[src/lmadd_pkg.sv]
// Shared types and constants for the light moving-average dark detector.
// No dependencies; compiled before every other file of the block.
`default_nettype none

package lmadd_pkg;

  localparam int unsigned SAMPLE_W       = 12;
  localparam int unsigned WINDOW_LEN_DEF = 8;

  // Configuration register indexes.
  localparam int unsigned CFG_IDX_W = 1;
  localparam logic [CFG_IDX_W-1:0] REG_DARK_THRESHOLD  = 1'b0;
  localparam logic [CFG_IDX_W-1:0] REG_CHANGE_DEADBAND = 1'b1;

  localparam logic [SAMPLE_W-1:0] DARK_THRESHOLD_RST  = 12'd1000;
  localparam logic [SAMPLE_W-1:0] CHANGE_DEADBAND_RST = 12'd50;

  // Request types carried in req_type.
  localparam logic REQ_NORMAL = 1'b0;
  localparam logic REQ_CALIB  = 1'b1;

  // Control broadcast from the window to every cell of the row.
  typedef struct packed {
    logic adv;      // an item is taken this cycle
    logic restart;  // calibration item with run_start: pointer back to cell 0
  } lmadd_cell_ctrl_t;

endpackage

`default_nettype wire

[src/lmadd_in_if.sv]
// Input channel interface: valid/ready handshake with one sample request.
// Depends on lmadd_pkg for the sample width.
`default_nettype none

interface lmadd_in_if import lmadd_pkg::*; ();
  logic                valid;
  logic                ready;
  logic                req_type;
  logic [SAMPLE_W-1:0] sample;
  logic                run_start;

  modport source (output valid, output req_type, output sample, output run_start,
                  input ready);
  modport sink   (input valid, input req_type, input sample, input run_start,
                  output ready);
endinterface

`default_nettype wire

[src/lmadd_out_if.sv]
// Result channel interface: valid/ready handshake with the reported level and flags.
// Depends on lmadd_pkg for the level width.
`default_nettype none

interface lmadd_out_if import lmadd_pkg::*; ();
  logic                valid;
  logic                ready;
  logic [SAMPLE_W-1:0] light_level;
  logic                dark_now;
  logic                level_changed;
  logic                bedtime_event;

  modport source (output valid, output light_level, output dark_now,
                  output level_changed, output bedtime_event, input ready);
  modport sink   (input valid, input light_level, input dark_now,
                  input level_changed, input bedtime_event, output ready);
endinterface

`default_nettype wire

[src/lmadd_cfg_if.sv]
// Configuration write channel interface: valid/ready with register index and data.
// Depends on lmadd_pkg for the index and data widths.
`default_nettype none

interface lmadd_cfg_if import lmadd_pkg::*; ();
  logic                 valid;
  logic                 ready;
  logic [CFG_IDX_W-1:0] index;
  logic [SAMPLE_W-1:0]  data;

  modport source (output valid, output index, output data, input ready);
  modport sink   (input valid, input index, input data, output ready);
endinterface

`default_nettype wire

[src/lmadd_cell.sv]
// One window cell: a stored sample plus the write-pointer token bit.
// Depends on lmadd_pkg; instantiated in a row by lmadd_window.
`default_nettype none

module lmadd_cell import lmadd_pkg::*; #(
  parameter int unsigned INDEX = 0
) (
  input  wire logic                clk,
  input  wire logic                rst_n,
  input  wire lmadd_cell_ctrl_t    ctrl,
  input  wire logic                tok_prev,
  input  wire logic [SAMPLE_W-1:0] sample,
  output logic                     tok_o,
  output logic [SAMPLE_W-1:0]      data_o
);

  logic                tok_r, tok_nxt;
  logic [SAMPLE_W-1:0] data_r, data_nxt;
  logic                wr_en;

  // A restart writes cell 0 and leaves the token on cell 1.
  always_comb begin
    wr_en    = ctrl.restart ? (INDEX == 0) : tok_r;
    tok_nxt  = ctrl.restart ? (INDEX == 1) : tok_prev;
    data_nxt = wr_en ? sample : data_r;
  end

  always_ff @(posedge clk) begin
    if (!rst_n) begin
      tok_r  <= (INDEX == 0);
      data_r <= '0;
    end else if (ctrl.adv) begin
      tok_r  <= tok_nxt;
      data_r <= data_nxt;
    end
  end

  assign tok_o  = tok_r;
  assign data_o = data_r;

endmodule

`default_nettype wire

[src/lmadd_window.sv]
// Ring window built as a row of cells that pass the write token to their neighbour.
// Depends on lmadd_pkg and lmadd_cell.
`default_nettype none

module lmadd_window import lmadd_pkg::*; #(
  parameter int unsigned WINDOW_LEN = WINDOW_LEN_DEF
) (
  input  wire logic                clk,
  input  wire logic                rst_n,
  input  wire lmadd_cell_ctrl_t    ctrl,
  input  wire logic [SAMPLE_W-1:0] sample,
  output logic [SAMPLE_W-1:0]      oldest,
  output logic                     last_tok
);

  logic [WINDOW_LEN-1:0] tok;
  logic [SAMPLE_W-1:0]   data [WINDOW_LEN];

  for (genvar i = 0; i < WINDOW_LEN; i++) begin : g_cell
    lmadd_cell #(.INDEX(i)) u_cell (
      .clk      (clk),
      .rst_n    (rst_n),
      .ctrl     (ctrl),
      .tok_prev (tok[(i + WINDOW_LEN - 1) % WINDOW_LEN]),
      .sample   (sample),
      .tok_o    (tok[i]),
      .data_o   (data[i])
    );
  end

  // The entry under the token is the one about to be overwritten.
  always_comb begin
    oldest = '0;
    for (int i = 0; i < WINDOW_LEN; i++) begin
      oldest = oldest | (data[i] & {SAMPLE_W{tok[i]}});
    end
  end

  assign last_tok = tok[WINDOW_LEN-1];

  a_tok_onehot: assert property (@(posedge clk) disable iff (!rst_n) $onehot(tok))
    else $error("window write token is not one-hot");

endmodule

`default_nettype wire

[src/light_moving_average_dark_detect_top.sv]
// Light moving-average filter with deadband and dark-transition detection.
// Depends on lmadd_pkg, the three channel interfaces and lmadd_window.
//
// Usage: light ADC samples arrive as transfers on in_ch; each produces exactly one
// result transfer on out_ch carrying the reported light level, whether it is dark,
// whether this sample updated the level, and a bedtime event on a not-dark to dark
// step. Calibration samples (req_type high) prefill the window; run_start on such a
// sample first clears the running sum and the write pointer.
// The result of a sample is loaded into the output register at the edge that takes the
// sample. Throughput is one sample per cycle while the receiver keeps taking results, set
// by the combinational update of the running sum held in the cell row and the sum register.
// The result sits in an output register; a new sample is taken whenever that
// register is empty or is being emptied in the same cycle, so while the receiver
// stalls a waiting result is held and in_ch stays not ready until it is taken.
// Reset (rst_n low, synchronous) clears the window cells, pointer, sum, level and
// primed flag and loads the thresholds with their default values; no clearing pass.
// cfg_ch is always ready; registers should be written only while the block is idle.
`default_nettype none

module light_moving_average_dark_detect_top import lmadd_pkg::*; #(
  parameter int unsigned WINDOW_LEN = WINDOW_LEN_DEF
) (
  input  wire logic clk,
  input  wire logic rst_n,
  lmadd_in_if.sink    in_ch,
  lmadd_out_if.source out_ch,
  lmadd_cfg_if.sink   cfg_ch
);

  // The window length must be a power of two so that the mean is a plain shift.
  localparam int unsigned LOG2_LEN = $clog2(WINDOW_LEN);
  localparam int unsigned SUM_W    = LOG2_LEN + SAMPLE_W;
  localparam int unsigned EXT_W    = SUM_W + 2;
  localparam logic [SUM_W-1:0] SUM_MAX = SUM_W'(WINDOW_LEN * ((1 << SAMPLE_W) - 1));

  // Configuration registers.
  logic [SAMPLE_W-1:0] dark_thr_r;
  logic [SAMPLE_W-1:0] deadband_r;

  // Filter state.
  logic [SUM_W-1:0]    sum_r, sum_nxt;
  logic [SAMPLE_W-1:0] level_r, level_nxt;
  logic                primed_r, primed_nxt;

  // Output register.
  logic                out_valid_r;
  logic [SAMPLE_W-1:0] out_level_r;
  logic                out_dark_r;
  logic                out_changed_r, changed_nxt;
  logic                out_bedtime_r, bedtime_nxt;

  logic                in_fire;
  logic                is_calib;
  logic                restart;
  lmadd_cell_ctrl_t    cell_ctrl;
  logic [SAMPLE_W-1:0] oldest;
  logic                last_tok;

  logic signed [EXT_W-1:0] acc;
  logic signed [EXT_W-1:0] base;
  logic signed [EXT_W-1:0] drop;
  logic [SAMPLE_W-1:0]     mean;
  logic [SAMPLE_W-1:0]     diff;
  logic                    was_dark;
  logic                    is_dark;

  // A new sample is taken whenever the output register is free or draining.
  assign in_ch.ready = !out_valid_r || out_ch.ready;
  assign in_fire     = in_ch.valid && in_ch.ready;
  assign is_calib    = (in_ch.req_type == REQ_CALIB);
  assign restart     = is_calib && in_ch.run_start;

  assign cell_ctrl.adv     = in_fire;
  assign cell_ctrl.restart = restart;

  lmadd_window #(.WINDOW_LEN(WINDOW_LEN)) u_window (
    .clk      (clk),
    .rst_n    (rst_n),
    .ctrl     (cell_ctrl),
    .sample   (in_ch.sample),
    .oldest   (oldest),
    .last_tok (last_tok)
  );

  // Running sum: a calibration sample only adds, a normal sample also drops the
  // entry it overwrites. The result is saturated to the range a full window can hold.
  always_comb begin
    base = restart ? '0 : $signed({2'b00, sum_r});
    drop = is_calib ? '0 : $signed({(EXT_W - SAMPLE_W)'(0), oldest});
    acc  = base + $signed({(EXT_W - SAMPLE_W)'(0), in_ch.sample}) - drop;
    if (acc < 0) begin
      sum_nxt = '0;
    end else if (acc > $signed({2'b00, SUM_MAX})) begin
      sum_nxt = SUM_MAX;
    end else begin
      sum_nxt = acc[SUM_W-1:0];
    end
  end

  assign mean = sum_nxt[SUM_W-1 -: SAMPLE_W];

  // Level update: calibration sets it when the window is full, a normal sample
  // sets it first time round or when the mean leaves the deadband.
  always_comb begin
    diff        = (mean > level_r) ? (mean - level_r) : (level_r - mean);
    was_dark    = level_r < dark_thr_r;
    is_dark     = mean < dark_thr_r;
    level_nxt   = level_r;
    primed_nxt  = primed_r;
    changed_nxt = 1'b0;
    bedtime_nxt = 1'b0;
    unique case (in_ch.req_type)
      REQ_CALIB: begin
        if (restart) begin
          primed_nxt = 1'b0;
        end
        // The write that lands in the last cell wraps the pointer back to zero.
        if (!restart && last_tok) begin
          level_nxt   = mean;
          changed_nxt = 1'b1;
        end
      end
      REQ_NORMAL: begin
        primed_nxt = 1'b1;
        if (!primed_r || diff > deadband_r) begin
          level_nxt   = mean;
          changed_nxt = 1'b1;
          bedtime_nxt = !was_dark && is_dark;
        end
      end
      default: begin
        level_nxt = level_r;
      end
    endcase
  end

  always_ff @(posedge clk) begin
    if (!rst_n) begin
      sum_r    <= '0;
      level_r  <= '0;
      primed_r <= 1'b0;
    end else if (in_fire) begin
      sum_r    <= sum_nxt;
      level_r  <= level_nxt;
      primed_r <= primed_nxt;
    end
  end

  // Output register; the payload is only loaded on an input transfer.
  always_ff @(posedge clk) begin
    if (!rst_n) begin
      out_valid_r <= 1'b0;
    end else if (in_fire) begin
      out_valid_r <= 1'b1;
    end else if (out_ch.ready) begin
      out_valid_r <= 1'b0;
    end
  end

  always_ff @(posedge clk) begin
    if (in_fire) begin
      out_level_r   <= level_nxt;
      out_dark_r    <= level_nxt < dark_thr_r;
      out_changed_r <= changed_nxt;
      out_bedtime_r <= bedtime_nxt;
    end
  end

  assign out_ch.valid         = out_valid_r;
  assign out_ch.light_level   = out_level_r;
  assign out_ch.dark_now      = out_dark_r;
  assign out_ch.level_changed = out_changed_r;
  assign out_ch.bedtime_event = out_bedtime_r;

  // Configuration port: always ready, one register per transfer.
  assign cfg_ch.ready = 1'b1;

  always_ff @(posedge clk) begin
    if (!rst_n) begin
      dark_thr_r <= DARK_THRESHOLD_RST;
      deadband_r <= CHANGE_DEADBAND_RST;
    end else if (cfg_ch.valid) begin
      unique case (cfg_ch.index)
        REG_DARK_THRESHOLD:  dark_thr_r <= cfg_ch.data;
        REG_CHANGE_DEADBAND: deadband_r <= cfg_ch.data;
        default:             dark_thr_r <= dark_thr_r;
      endcase
    end
  end

  a_sum_bounded: assert property (@(posedge clk) disable iff (!rst_n) sum_r <= SUM_MAX)
    else $error("running sum exceeds full-window bound");

  a_bedtime_implies_dark: assert property (@(posedge clk) disable iff (!rst_n)
    out_valid_r && out_bedtime_r |-> out_changed_r && out_dark_r)
    else $error("bedtime event without a level change into dark");

  a_restart_unprimes: assert property (@(posedge clk) disable iff (!rst_n)
    in_fire && restart |=> !primed_r && (level_r == $past(level_r)))
    else $error("calibration restart did not clear primed or moved the level");

endmodule

`default_nettype wire

[src/flat_wrapper.sv]
// flat-port wrapper written by rule: the top's interface ports become plain ports
module light_moving_average_dark_detect_top_flat import lmadd_pkg::*;
#(
  parameter int unsigned WINDOW_LEN = WINDOW_LEN_DEF
)
  (clk, rst_n, in_ch_valid, in_ch_req_type, in_ch_sample, in_ch_run_start, in_ch_ready, out_ch_valid, out_ch_light_level, out_ch_dark_now, out_ch_level_changed, out_ch_bedtime_event, out_ch_ready, cfg_ch_valid, cfg_ch_index, cfg_ch_data, cfg_ch_ready);
  lmadd_in_if in_ch_i ();
  lmadd_out_if out_ch_i ();
  lmadd_cfg_if cfg_ch_i ();
  input  wire logic clk;
  input  wire logic rst_n;
  input wire logic [$bits(in_ch_i.valid)-1:0] in_ch_valid;
  input wire logic [$bits(in_ch_i.req_type)-1:0] in_ch_req_type;
  input wire logic [$bits(in_ch_i.sample)-1:0] in_ch_sample;
  input wire logic [$bits(in_ch_i.run_start)-1:0] in_ch_run_start;
  output wire logic [$bits(in_ch_i.ready)-1:0] in_ch_ready;
  output wire logic [$bits(out_ch_i.valid)-1:0] out_ch_valid;
  output wire logic [$bits(out_ch_i.light_level)-1:0] out_ch_light_level;
  output wire logic [$bits(out_ch_i.dark_now)-1:0] out_ch_dark_now;
  output wire logic [$bits(out_ch_i.level_changed)-1:0] out_ch_level_changed;
  output wire logic [$bits(out_ch_i.bedtime_event)-1:0] out_ch_bedtime_event;
  input wire logic [$bits(out_ch_i.ready)-1:0] out_ch_ready;
  input wire logic [$bits(cfg_ch_i.valid)-1:0] cfg_ch_valid;
  input wire logic [$bits(cfg_ch_i.index)-1:0] cfg_ch_index;
  input wire logic [$bits(cfg_ch_i.data)-1:0] cfg_ch_data;
  output wire logic [$bits(cfg_ch_i.ready)-1:0] cfg_ch_ready;
  assign in_ch_i.valid = in_ch_valid;
  assign in_ch_i.req_type = in_ch_req_type;
  assign in_ch_i.sample = in_ch_sample;
  assign in_ch_i.run_start = in_ch_run_start;
  assign in_ch_ready = in_ch_i.ready;
  assign out_ch_valid = out_ch_i.valid;
  assign out_ch_light_level = out_ch_i.light_level;
  assign out_ch_dark_now = out_ch_i.dark_now;
  assign out_ch_level_changed = out_ch_i.level_changed;
  assign out_ch_bedtime_event = out_ch_i.bedtime_event;
  assign out_ch_i.ready = out_ch_ready;
  assign cfg_ch_i.valid = cfg_ch_valid;
  assign cfg_ch_i.index = cfg_ch_index;
  assign cfg_ch_i.data = cfg_ch_data;
  assign cfg_ch_ready = cfg_ch_i.ready;
  light_moving_average_dark_detect_top #(.WINDOW_LEN(WINDOW_LEN)) u_core (.clk(clk), .rst_n(rst_n), .in_ch(in_ch_i), .out_ch(out_ch_i), .cfg_ch(cfg_ch_i));
endmodule
[config.mk]
export PLATFORM = sky130hd
export DESIGN_NAME = light_moving_average_dark_detect_top_flat
export DESIGN_NICKNAME = d
export VERILOG_FILES = /design/src/lmadd_pkg.sv /design/src/lmadd_in_if.sv /design/src/lmadd_out_if.sv /design/src/lmadd_cfg_if.sv /design/src/lmadd_cell.sv /design/src/lmadd_window.sv /design/src/light_moving_average_dark_detect_top.sv /design/src/flat_wrapper.sv
export SDC_FILE = /design/constraint.sdc
export NUM_CORES = 1
export LEC_CHECK = 0
export BUFFER_PORTS_ARGS = -buffer_cell sky130_fd_sc_hd__buf_2
export CAP_MARGIN = 40
export CELL_PAD_IN_SITES_DETAIL_PLACEMENT = 0
export CELL_PAD_IN_SITES_GLOBAL_PLACEMENT = 1
export CORE_ASPECT_RATIO = 0.7
export CORE_MARGIN = 4
export CORE_UTILIZATION = 36
export CTS_CLUSTER_DIAMETER = 30
export CTS_CLUSTER_SIZE = 16
export DETAILED_ROUTE_END_ITERATION = 12
export GPL_TIMING_DRIVEN = 0
export PLACE_DENSITY = 0.63
export SETUP_SLACK_MARGIN = 0.4
export SYNTH_ARGS = -nofsm -noshare
export SYNTH_HDL_FRONTEND = slang
export SYNTH_SLANG_ARGS = --single-unit
[constraint.sdc]
create_clock -name clk -period 12.2 [get_ports clk]
set_input_delay 0.61 -clock clk [delete_from_list [all_inputs] [get_ports clk]]
set_output_delay 0.61 -clock clk [all_outputs]
set_load 0.01 [all_outputs]
Word level (Yosys, flattened, before mapping)
Index checks and enable logic that the tools add are counted.
{ "word_totals": {"in_bits": 32, "reg_bits": 172} }
{ "op_classes": {"n_reduce_logical": 23, "order_cmp": 7, "mux": 23, "n_eq_ne": 1, "bitwise": 18, "n_addsub": 4} }
{ "op_table": {"columns": ["operator", "n"], "rows": [
  ["$and A12 B12 Y12", 8],
  ["$or A12 B12 Y12", 7],
  ["$mux W12", 4],
  ["$mux W15", 3],
  ["$lt A12 B12 Y1", 3],
  ["$gt A12 B12 Y1", 2],
  ["$pmux W12 S2", 1],
  ["$sub A12 B12 Y12", 2],
  ["$reduce_and A2 Y1", 11],
  ["$add A17 B13 Y17", 1],
  ["$gt A17 B16 Y1 const B", 1],
  ["$lt A17 B1 Y1 const B", 1],
  ["$sub A17 B13 Y17", 1],
  ["$mux W1", 13],
  ["$logic_and A1 B1 Y1", 4],
  ["$logic_not A1 Y1", 4],
  ["$pmux W1 S2", 2],
  ["$not A1 Y1", 3],
  ["$logic_or A1 B1 Y1", 2],
  ["$ne A2 B1 Y1 const B", 1],
  ["$reduce_bool A2 Y1", 1],
  ["$reduce_or A2 Y1", 1]
]} }

Longest topological paths before layout
Gate-level depths: netlist of the first run.
{ "logic_depth": {"word_depth": 20, "mapped_depth": 45, "ltp_nobuf": 40} }

By module
From an unflattened synthesis of the first run, not the netlist that was laid out.
{ "unflattened": {"hier_cells": 1294, "area_unflattened_um2": 11068.1} }
{ "modules_own_cells": {"columns": ["module", "area_per_inst_um2", "seq_area_each_um2", "instances", "cells_each"], "rows": [
  ["light_moving_average_dark_detect_top", 6189.7, 1511.4, 1, 763],
  ["lmadd_cell at u_core.u_window.g_cell[2].u_cell ...", 548.0, 260.2, 6, 58],
  ["lmadd_cell at u_core.u_window.g_cell[1].u_cell", 539.3, 260.2, 1, 58],
  ["lmadd_cell at u_core.u_window.g_cell[0].u_cell", 535.5, 260.2, 1, 57],
  ["lmadd_window", 515.5, 0.0, 1, 68]
]} }

Worst setup path after synthesis of the first run
OpenSTA, ideal clock, no wires.
{ "synth_timing": {"path_kind": "in2reg", "from": "input in_ch_req_type", "to": "register u_core.out_dark_r, in the netlist u_core.out_ch.dark_now (data pin)", "arrival_ns": 8.715, "stages": 42, "path_slack_ns": 3.333, "setup_time_ns": 0.152, "cell_sequence": "buf_2 nand2_1 clkbuf_1 clkbuf_1 nand2_1 fa_1 inv_1 ha_1 buf_2 and3_1 a221oi_2 a21oi_1 o41ai_4 buf_4 a21o_1 inv_1 fa_1 a21oi_1 [6 not listed] xnor2_1 ha_1 a21o_1 a21o_1 a211o_1 o2111ai_1 a311o_1 and2_1 clkbuf_1 clkbuf_1 o21ai_1 ha_1 nor2b_1 o21a_1 o21a_1 o21ai_0 o211ai_1 a31oi_1"} }
{ "synth_between": {"elab_chain_cells": 14} }
{ "synth_lines": {"columns": ["element", "line_no", "rtl"], "rows": [
  ["from (decl)", "flat_wrapper.sv:13", "input wire logic [$bits(in_ch_i.req_type)-1:0] in_ch_req_type;"],
  ["$logic_and A1 B1 Y1", "light_moving_average_dark_detect_top.sv:71", "assign restart = is_calib && in_ch.run_start;"],
  ["$mux W15", "light_moving_average_dark_detect_top.sv:88", "base = restart ? '0 : $signed({2'b00, sum_r});"],
  ["$add A17 B13 Y17", "light_moving_average_dark_detect_top.sv:90", "acc = base + $signed({(EXT_W - SAMPLE_W)'(0), in_ch.sample}) - drop;"],
  ["$sub A17 B13 Y17 (*)", "light_moving_average_dark_detect_top.sv:90", null],
  ["$gt A17 B16 Y1", "light_moving_average_dark_detect_top.sv:93", "end else if (acc > $signed({2'b00, SUM_MAX})) begin"],
  ["$mux W15", "light_moving_average_dark_detect_top.sv:93", null],
  ["$mux W15 (*)", "light_moving_average_dark_detect_top.sv:91", "if (acc < 0) begin"],
  ["via u_core.sum_nxt[4]", "light_moving_average_dark_detect_top.sv:41", "logic [SUM_W-1:0] sum_r, sum_nxt;"],
  ["$sub A12 B12 Y12 / $gt A12 B12 Y1 (equally long branches)", "light_moving_average_dark_detect_top.sv:105", "diff = (mean > level_r) ? (mean - level_r) : (level_r - mean);"],
  ["$mux W12", "light_moving_average_dark_detect_top.sv:105", null],
  ["$gt A12 B12 Y1", "light_moving_average_dark_detect_top.sv:125", "if (!primed_r || diff > deadband_r) begin"],
  ["$logic_or A1 B1 Y1", "light_moving_average_dark_detect_top.sv:125", null],
  ["$mux W12", "light_moving_average_dark_detect_top.sv:125", null],
  ["$pmux W12 S2 (*)", "light_moving_average_dark_detect_top.sv:112", "unique case (in_ch.req_type)"],
  ["via u_core.level_nxt[1]", "light_moving_average_dark_detect_top.sv:42", "logic [SAMPLE_W-1:0] level_r, level_nxt;"],
  ["$lt A12 B12 Y1 (*)", "light_moving_average_dark_detect_top.sv:163", "out_dark_r <= level_nxt < dark_thr_r;"],
  ["to (signal assigned)", "light_moving_average_dark_detect_top.sv:163", null],
  ["to (decl)", "light_moving_average_dark_detect_top.sv:48", "logic out_dark_r;"]
]} }
The timed path passes the listed nets; every way through them passes the cells marked *.
A chain may end at the register's enable or synchronous reset.

Final worst setup path of the first run
{ "layout_timing": {"from": "register u_core.u_window.g_cell[1].u_cell.tok_r", "to": "register u_core.out_dark_r, in the netlist u_core.out_ch.dark_now (data pin)"} }
{ "layout_between": {"elab_chain_cells": 20} }
{ "layout_lines": {"columns": ["element", "line_no", "rtl"], "rows": [
  ["from (decl)", "lmadd_cell.sv:17", "logic tok_r, tok_nxt;"],
  ["from (signal assigned)", "lmadd_cell.sv:30", "tok_r <= (INDEX == 0);"],
  ["from (signal assigned)", "lmadd_cell.sv:33", "tok_r <= tok_nxt;"],
  ["$and A12 B12 Y12 (*)", "lmadd_window.sv:35", "oldest = oldest | (data[i] & {SAMPLE_W{tok[i]}});"],
  ["$or A12 B12 Y12 (*) (7 in series)", "lmadd_window.sv:35", null],
  ["$mux W12 (*)", "light_moving_average_dark_detect_top.sv:89", "drop = is_calib ? '0 : $signed({(EXT_W - SAMPLE_W)'(0), oldest});"],
  ["$sub A17 B13 Y17 (*)", "light_moving_average_dark_detect_top.sv:90", null],
  ["$gt A17 B16 Y1", "light_moving_average_dark_detect_top.sv:93", null],
  ["$mux W15", "light_moving_average_dark_detect_top.sv:93", null],
  ["$mux W15 (*)", "light_moving_average_dark_detect_top.sv:91", null],
  ["via u_core.sum_nxt[4]", "light_moving_average_dark_detect_top.sv:41", null],
  ["$sub A12 B12 Y12 / $gt A12 B12 Y1 (equally long branches)", "light_moving_average_dark_detect_top.sv:105", null],
  ["$mux W12", "light_moving_average_dark_detect_top.sv:105", null],
  ["$gt A12 B12 Y1", "light_moving_average_dark_detect_top.sv:125", null],
  ["$logic_or A1 B1 Y1", "light_moving_average_dark_detect_top.sv:125", null],
  ["$mux W12", "light_moving_average_dark_detect_top.sv:125", null],
  ["$pmux W12 S2 (*)", "light_moving_average_dark_detect_top.sv:112", null],
  ["via u_core.level_nxt[1]", "light_moving_average_dark_detect_top.sv:42", null],
  ["$lt A12 B12 Y1 (*)", "light_moving_average_dark_detect_top.sv:163", null]
]} }
Marks and branches as above.

==> results of run 1 <==
## layout by cell type, fill, tap and decap left out, types with 13 or more instances in the layout
master,count
a22oi_1,49
nor2_1,20
a41oi_1,13
o21ai_1,24
inv_1,98
fa_1,14
nand2_1,318
nor2b_1,16
o21ai_0,21
clkbuf_16,17
ha_1,86
o211ai_1,14
a21boi_0,115
a21oi_1,41
clkbuf_1,67
buf_2,44
a21o_1,35
o22ai_1,14
dfxtp_1,157
edfxtp_1,15
## worst min path at each step
stage                                   from  cells after the start                                end
5_1_grt                          in_ch_valid                      3   u_core.out_ch.valid$_SDFFE_PN0P_
3_5_place_dp   u_core.sum_r[14]$_SDFFE_PN0P_                      2      u_core.sum_r[14]$_SDFFE_PN0P_
4_1_cts                          in_ch_valid                      3   u_core.out_ch.valid$_SDFFE_PN0P_
3_3_place_gp    u_core.sum_r[9]$_SDFFE_PN0P_                      2       u_core.sum_r[9]$_SDFFE_PN0P_
2_1_floorplan  u_core.sum_r[14]$_SDFFE_PN0P_                      2      u_core.sum_r[14]$_SDFFE_PN0P_
6_report                      cfg_ch_data[7]                      3  u_core.dark_thr_r[7]$_SDFFE_PN1P_
## registers in the layout, summed over array words and instances, names as in the netlist
register,cells
u_core.out_ch.light_level,12
u_core.primed_r,1
u_core.out_ch.level_changed,1
u_core.level_r,12
u_core.u_window.g_cell.u_cell.tok_o,8
u_core.out_ch.valid,1
u_core.u_window.g_cell.u_cell.data_o,96
u_core.sum_r,15
u_core.out_ch.dark_now,1
u_core.out_ch.bedtime_event,1
u_core.dark_thr_r,12
u_core.deadband_r,12
## per-layer routing
metal	track usage, %	part of all wire (%)
met3	4.555	6.7
met2	28.78	37
met1	37.58	55
met4	4.474	0.91
met5	0	0
## area by class of cell
cell class | instances | area (um2)
multi-input combinational | 940 | 6270
inverter | 102 | 382.9
buffer | 79 | 335.3
sequential | 172 | 3593
fill | 2975 | 17090
clock inverter | 13 | 175.2
tap | 378 | 473.0
clock buffer | 19 | 432.9
timing repair buffer | 38 | 196.4
## worst max-delay path, delay by kind of cell, from the launching register on
| kind | cells | cell delay [ps] |
|---|---|---|
| simple gates | 4 | 630 |
| buf+inv | 7 | 1900 |
| fa+ha+maj | 5 | 1740 |
| flops | 1 | 470 |
| mux | 1 | 370 |
| xor+xnor | 1 | 170 |
| compound gates | 22 | 5190 |
## cell families after synthesis
family | share of synthesized area, %
mux | 0.7095
simple gates | 17.91
compound gates | 26.12
fa+ha+maj | 12.82
other cells | 0.03544
buf+inv | 6.787
flops | 33.96
xor+xnor | 1.655
## report_power, final
group          leakage (nW)  switching (mW)  total, mW  internal, mW
Clock                 0.297           0.253      0.581         0.328
Sequential             1.42          0.0560      0.706         0.650
Combinational          2.98            1.39       2.33         0.935
## metrics by stage
step	cells	worst slack [ps]	hold WS, ps
finish	1741	1536	406.8
global route	1741	833.6	399.5
CTS	1741	1638	388.9
detailed placement	1709	1300	440.4
global placement	1708	1256	435.9
floorplan	1293	3333	422.7
==> impl_metrics.env, run 1 <==
export IMPL_run_status="finished clean"
export IMPL_utilization_pct=40.96
export IMPL_antenna_cells=0
export IMPL_totalNegativeSetupSlack_ps=0
export IMPL_worstSkewPairLatency_ps=450
export IMPL_area_growth_pct=12.07
export IMPL_fmax_mhz=93.77
export IMPL_first_global_vias=8667
export IMPL_avgSynthCellArea_um2=8.184
export IMPL_final_area_um2=11860
export IMPL_final_max_slew_viol_count=0
export IMPL_portBuffers=37
export IMPL_synth_edf_count=15
export IMPL_htree_levels=4
export IMPL_power_mw=3.614
export IMPL_post_cts_setup_buffers=0
export IMPL_crit_start="u_core.u_window.g_cell[1].u_cell.tok_o$_SDFFE_PN0P_"
export IMPL_holdBufCountCts=0
export IMPL_place_hpwl_mm=27.78
export IMPL_cp_data_required_time_ps=12490
export IMPL_numCtsBuffers=17
export IMPL_endpoint="u_core.out_ch.dark_now$_DFFE_PP_"
export IMPL_start_kind="flop"
export IMPL_cts_root_buf="clkbuf_16"
export IMPL_die_width_um=212.9
export IMPL_post_synth_top_count_cell="nand2_1"
export IMPL_maxSlewHeadroom_pct=44.53
export IMPL_rsz0062_at_grt="false"
export IMPL_path_max_fanout=10
export IMPL_overflow=0
export IMPL_drtIter0Drc=888
export IMPL_ant_nets=0
export IMPL_r2r_end="u_core.out_ch.dark_now$_DFFE_PP_"
export IMPL_ys_flop_type="dfxtp_1"
export IMPL_synthCells=1293
export IMPL_hold_class="input port to flop"
export IMPL_powerDensity_nw_per_um2=304.8
export IMPL_ys_warn_count=0
export IMPL_ios=50
export IMPL_max_stage_delay_ps=550
export IMPL_finalSetupViolCount=0
export IMPL_antenna_found_initial=0
export IMPL_layout_drive_gt1_share_pct=7.924
export IMPL_worst_pin_slew_ps=824.4
export IMPL_firstDrtPassIters=6
export IMPL_gp_congestion=0.8838
export IMPL_skew_ps=18.11
export IMPL_grt_max_degree=17
export IMPL_via_per_inst=5.325
export IMPL_core_um2=28950
export IMPL_min_period_ps=10660
export IMPL_critPathKind="flop to flop"
export IMPL_synth_area_um2=10580
export IMPL_cts_sinks=172
export IMPL_vias=9271
export IMPL_synth_cell_type_count=78
export IMPL_die_y_um=151.4
export IMPL_dpl_cell_area_um2=11250
export IMPL_hold_viol=0
export IMPL_synthTopCellsByArea="dfxtp_1, nand2_1, ha_1, a21boi_0, edfxtp_1"
export IMPL_ys_seq_area_share_pct=33.96
export IMPL_grtUsageTotal_pct=22.53
export IMPL_fp_row_count=52
export IMPL_cts_tree="yes"
export IMPL_r2r_cells=40
export IMPL_cts_repair_resize_count=0
export IMPL_irDropWorstVdd_uv=141.8
export IMPL_async_flop_share_pct=0
export IMPL_syn_nets=1425
export IMPL_r2r_start="u_core.u_window.g_cell[1].u_cell.tok_o$_SDFFE_PN0P_"
export IMPL_ys_ff_latch=172
export IMPL_synth_commonest_cells="nand2_1, dfxtp_1, a21boi_0, inv_1, ha_1"
export IMPL_wl_mm=35.65
export IMPL_r2r_setup_slack_ps=1540
export IMPL_synth_top_area_cell="dfxtp_1"
export IMPL_path_clk_slew_ps=70
export IMPL_critPathArrivalTime_ps=10960
export IMPL_post_route_period_util_pct=87.41
export IMPL_grt_pass1_wl_mm=54.47
export IMPL_start_util_pct=36.55
export IMPL_p_leak_nw=4.699
export IMPL_maxCapViolCount=0
export IMPL_dieArea_um2=32240
export IMPL_drc_errors=0
export IMPL_critPathSlowestCell="clkbuf_1"
export IMPL_layout_nets=1482
export IMPL_ctsLongestPathBuffers=2
export IMPL_critical_path_endpoint_type="flop"
export IMPL_synth_top_area_share_pct=29.70
export IMPL_wl_per_cell_um=20.47
Note: power is estimated with default switching activity, not from simulation.
==> run 2, diff against run 1 <==
==> constraint.sdc (replaced) <==
create_clock -name clk -period 11.5 [get_ports clk]
set_input_delay 0.575 -clock clk [delete_from_list [all_inputs] [get_ports clk]]
set_output_delay 0.575 -clock clk [all_outputs]
set_load 0.05 [all_outputs]
==> run 2 against run 1 <==
Utilization increased by 0.060 points. Routed wire length about the same. Clock skew increased by 2.9 ps. Sequential share of layout area about the same. Cell area increased by 0.15%. Register-to-register slack got worse by 540 ps. Highest routed layer unchanged.
==> impl_metrics.env, run 2 (synthesis gave the netlist of run 1 again) <==
export IMPL_area_growth_pct=12.24
export IMPL_cts_sinks=172
export IMPL_p_int_mw=2.031
export IMPL_via_per_inst=5.319
export IMPL_layout_drive_gt1_share_pct=8.657
export IMPL_path_clk_slew_ps=70
export IMPL_powerDensity_nw_per_um2=329.9
export IMPL_holdWs_ps=371.7
export IMPL_critPathKind="flop to flop"
export IMPL_worst_pin_slew_ps=724.3
export IMPL_rsz0062_at_grt="false"
export IMPL_wl_per_cell_um=20.47
export IMPL_critPathArrivalTime_ps=10800
export IMPL_pwr_share_seq_pct=19.1
export IMPL_ios=50
export IMPL_core_um2=28950
export IMPL_grt_pass1_wl_mm=54.47
export IMPL_max_stage_delay_ps=520
export IMPL_ctsLongestPathBuffers=2
export IMPL_critPathSlowestCell="dfxtp_1"
export IMPL_hold_viol=0
export IMPL_totalNegativeSetupSlack_ps=0
export IMPL_hold_class="input port to flop"
export IMPL_grtUsageTotal_pct=22.53
export IMPL_die_width_um=212.9
export IMPL_switchingPower_mw=1.887
export IMPL_die_y_um=151.4
export IMPL_utilization_pct=41.02
export IMPL_grt_max_degree=17
export IMPL_firstDrtPassIters=7
export IMPL_largest_register_ffs=96
export IMPL_p_leak_nw=4.730
export IMPL_first_global_vias=8667
export IMPL_cp_data_required_time_ps=11790
export IMPL_path_max_fanout=10
export IMPL_numCtsBuffers=17
export IMPL_min_period_ps=10510
export IMPL_start_kind="flop"
export IMPL_critical_path_endpoint_type="flop"
export IMPL_vias=9261
export IMPL_drc_errors=0
export IMPL_cts_tree="yes"
export IMPL_worstSkewPairLatency_ps=450
export IMPL_htree_levels=4
export IMPL_fmax_mhz=95.18
export IMPL_maxCapViolCount=0
export IMPL_combPwrFrac_pct=65.2
export IMPL_gp_congestion=0.8838
export IMPL_final_common_cell="nand2_1"
export IMPL_run_status="finished clean"
export IMPL_post_cts_setup_buffers=0
export IMPL_path_buf_inv=7
export IMPL_drtIter0Drc=813
export IMPL_switching_share_pct=48.16
export IMPL_path_delay_family="compound AO/OA/AOI/OAI gates"
export IMPL_ant_nets=0
export IMPL_power_mw=3.917
export IMPL_final_max_slew_viol_count=0
export IMPL_wl_mm=35.64
export IMPL_layout_nets=1482
export IMPL_post_route_period_util_pct=91.36
export IMPL_finalSetupViolCount=0
export IMPL_portBuffers=37
export IMPL_start_util_pct=36.55
export IMPL_cts_root_buf="clkbuf_16"
export IMPL_antenna_cells=0
export IMPL_maxSlewHeadroom_pct=51.71
export IMPL_skew_ps=20.99
export IMPL_antenna_found_initial=0
export IMPL_mostFrequentLayoutCells="nand2_1, dfxtp_1, a21boi_0"
export IMPL_place_hpwl_mm=27.78
export IMPL_fp_row_count=52
export IMPL_overflow=0
export IMPL_dieArea_um2=32240
export IMPL_irDropWorstVdd_uv=149.9
export IMPL_p_clk_share_pct=15.7
==> run 2: changes by cell type in the layout (fill, tap and decap cells not counted) <==
cell,previous run,this run
clkbuf_2,0,9
nor4_1,4,3
nor4_2,0,1
clkbuf_1,67,58
==> run 2: worst min-delay path: cells and delay by family <==
kind | cells | cell delay (ps)
AND/OR/NAND/NOR | 1 | 40
buffers and inverters | 1 | 90
AO/OA/AOI/OAI | 1 | 70
==> run 2: path summary, 6_finish.rpt <==
kind / startpoint / depth (start not counted) / end / slack (ps)
max: u_core.u_window.g_cell[7].u_cell.tok_o$_SDFFE_PN0P_ / 40 / u_core.out_ch.dark_now$_DFFE_PP_ / 990
min: cfg_ch_data[7] / 3 / u_core.dark_thr_r[7]$_SDFFE_PN1P_ / 370
max reg2reg: u_core.u_window.g_cell[7].u_cell.tok_o$_SDFFE_PN0P_ / 40 / u_core.out_ch.dark_now$_DFFE_PP_ / 990
min reg2reg: u_core.sum_r[9]$_SDFFE_PN0P_ / 2 / u_core.sum_r[9]$_SDFFE_PN0P_ / 450
==> run 2: layer usage <==
layer	track usage [%]	routed length (um)	up-vias
met5	0	0	-
met4	4.474	339	0
li1	-	-	4584
met2	28.78	13210	241
met1	37.58	19900	4408
met3	4.555	2188	28
==> run 2: cell type report <==
class | count | area [um2]
inverter | 102 | 382.9
buffer | 79 | 346.6
clock buffer | 19 | 432.9
timing repair buffer | 38 | 196.4
sequential | 172 | 3593
tap | 378 | 473.0
clock inverter | 13 | 175.2
fill | 2979 | 17080
multi-input combinational | 940 | 6276
==> run 2: metrics by stage <==
| step | instances | worst slack [ps] | cell area, um2 |
|---|---|---|---|
| 2_1_floorplan | 1293 | 2668 | 10580 |
| 3_3_place_gp | 1708 | 591.1 | 11240 |
| 3_5_place_dp | 1709 | 635.2 | 11250 |
| 4_1_cts | 1741 | 937.9 | 11860 |
| 5_1_grt | 1741 | 485.4 | 11880 |
| 6_report | 1741 | 993.4 | 11880 |
==> run 2: what timing repair did <==
action | 4_1_cts | 5_1_grt
endpoints found under the setup margin | 0 | 1
hold endpoints to repair | 0 | 0
resized for setup | 0 | 19
hold buffers | 0 | 0
==> run 2: power groups by stage <==
stage                     clock network, mW  registers, mW  logic [mW]
after floorplan                           0          0.834        1.82
after global placement                    0          0.760        2.50
after detailed placement                  0          0.761        2.51
after CTS                             0.626          0.748        2.53
after global routing                  0.653          0.757        2.83
final                                 0.614          0.750        2.55
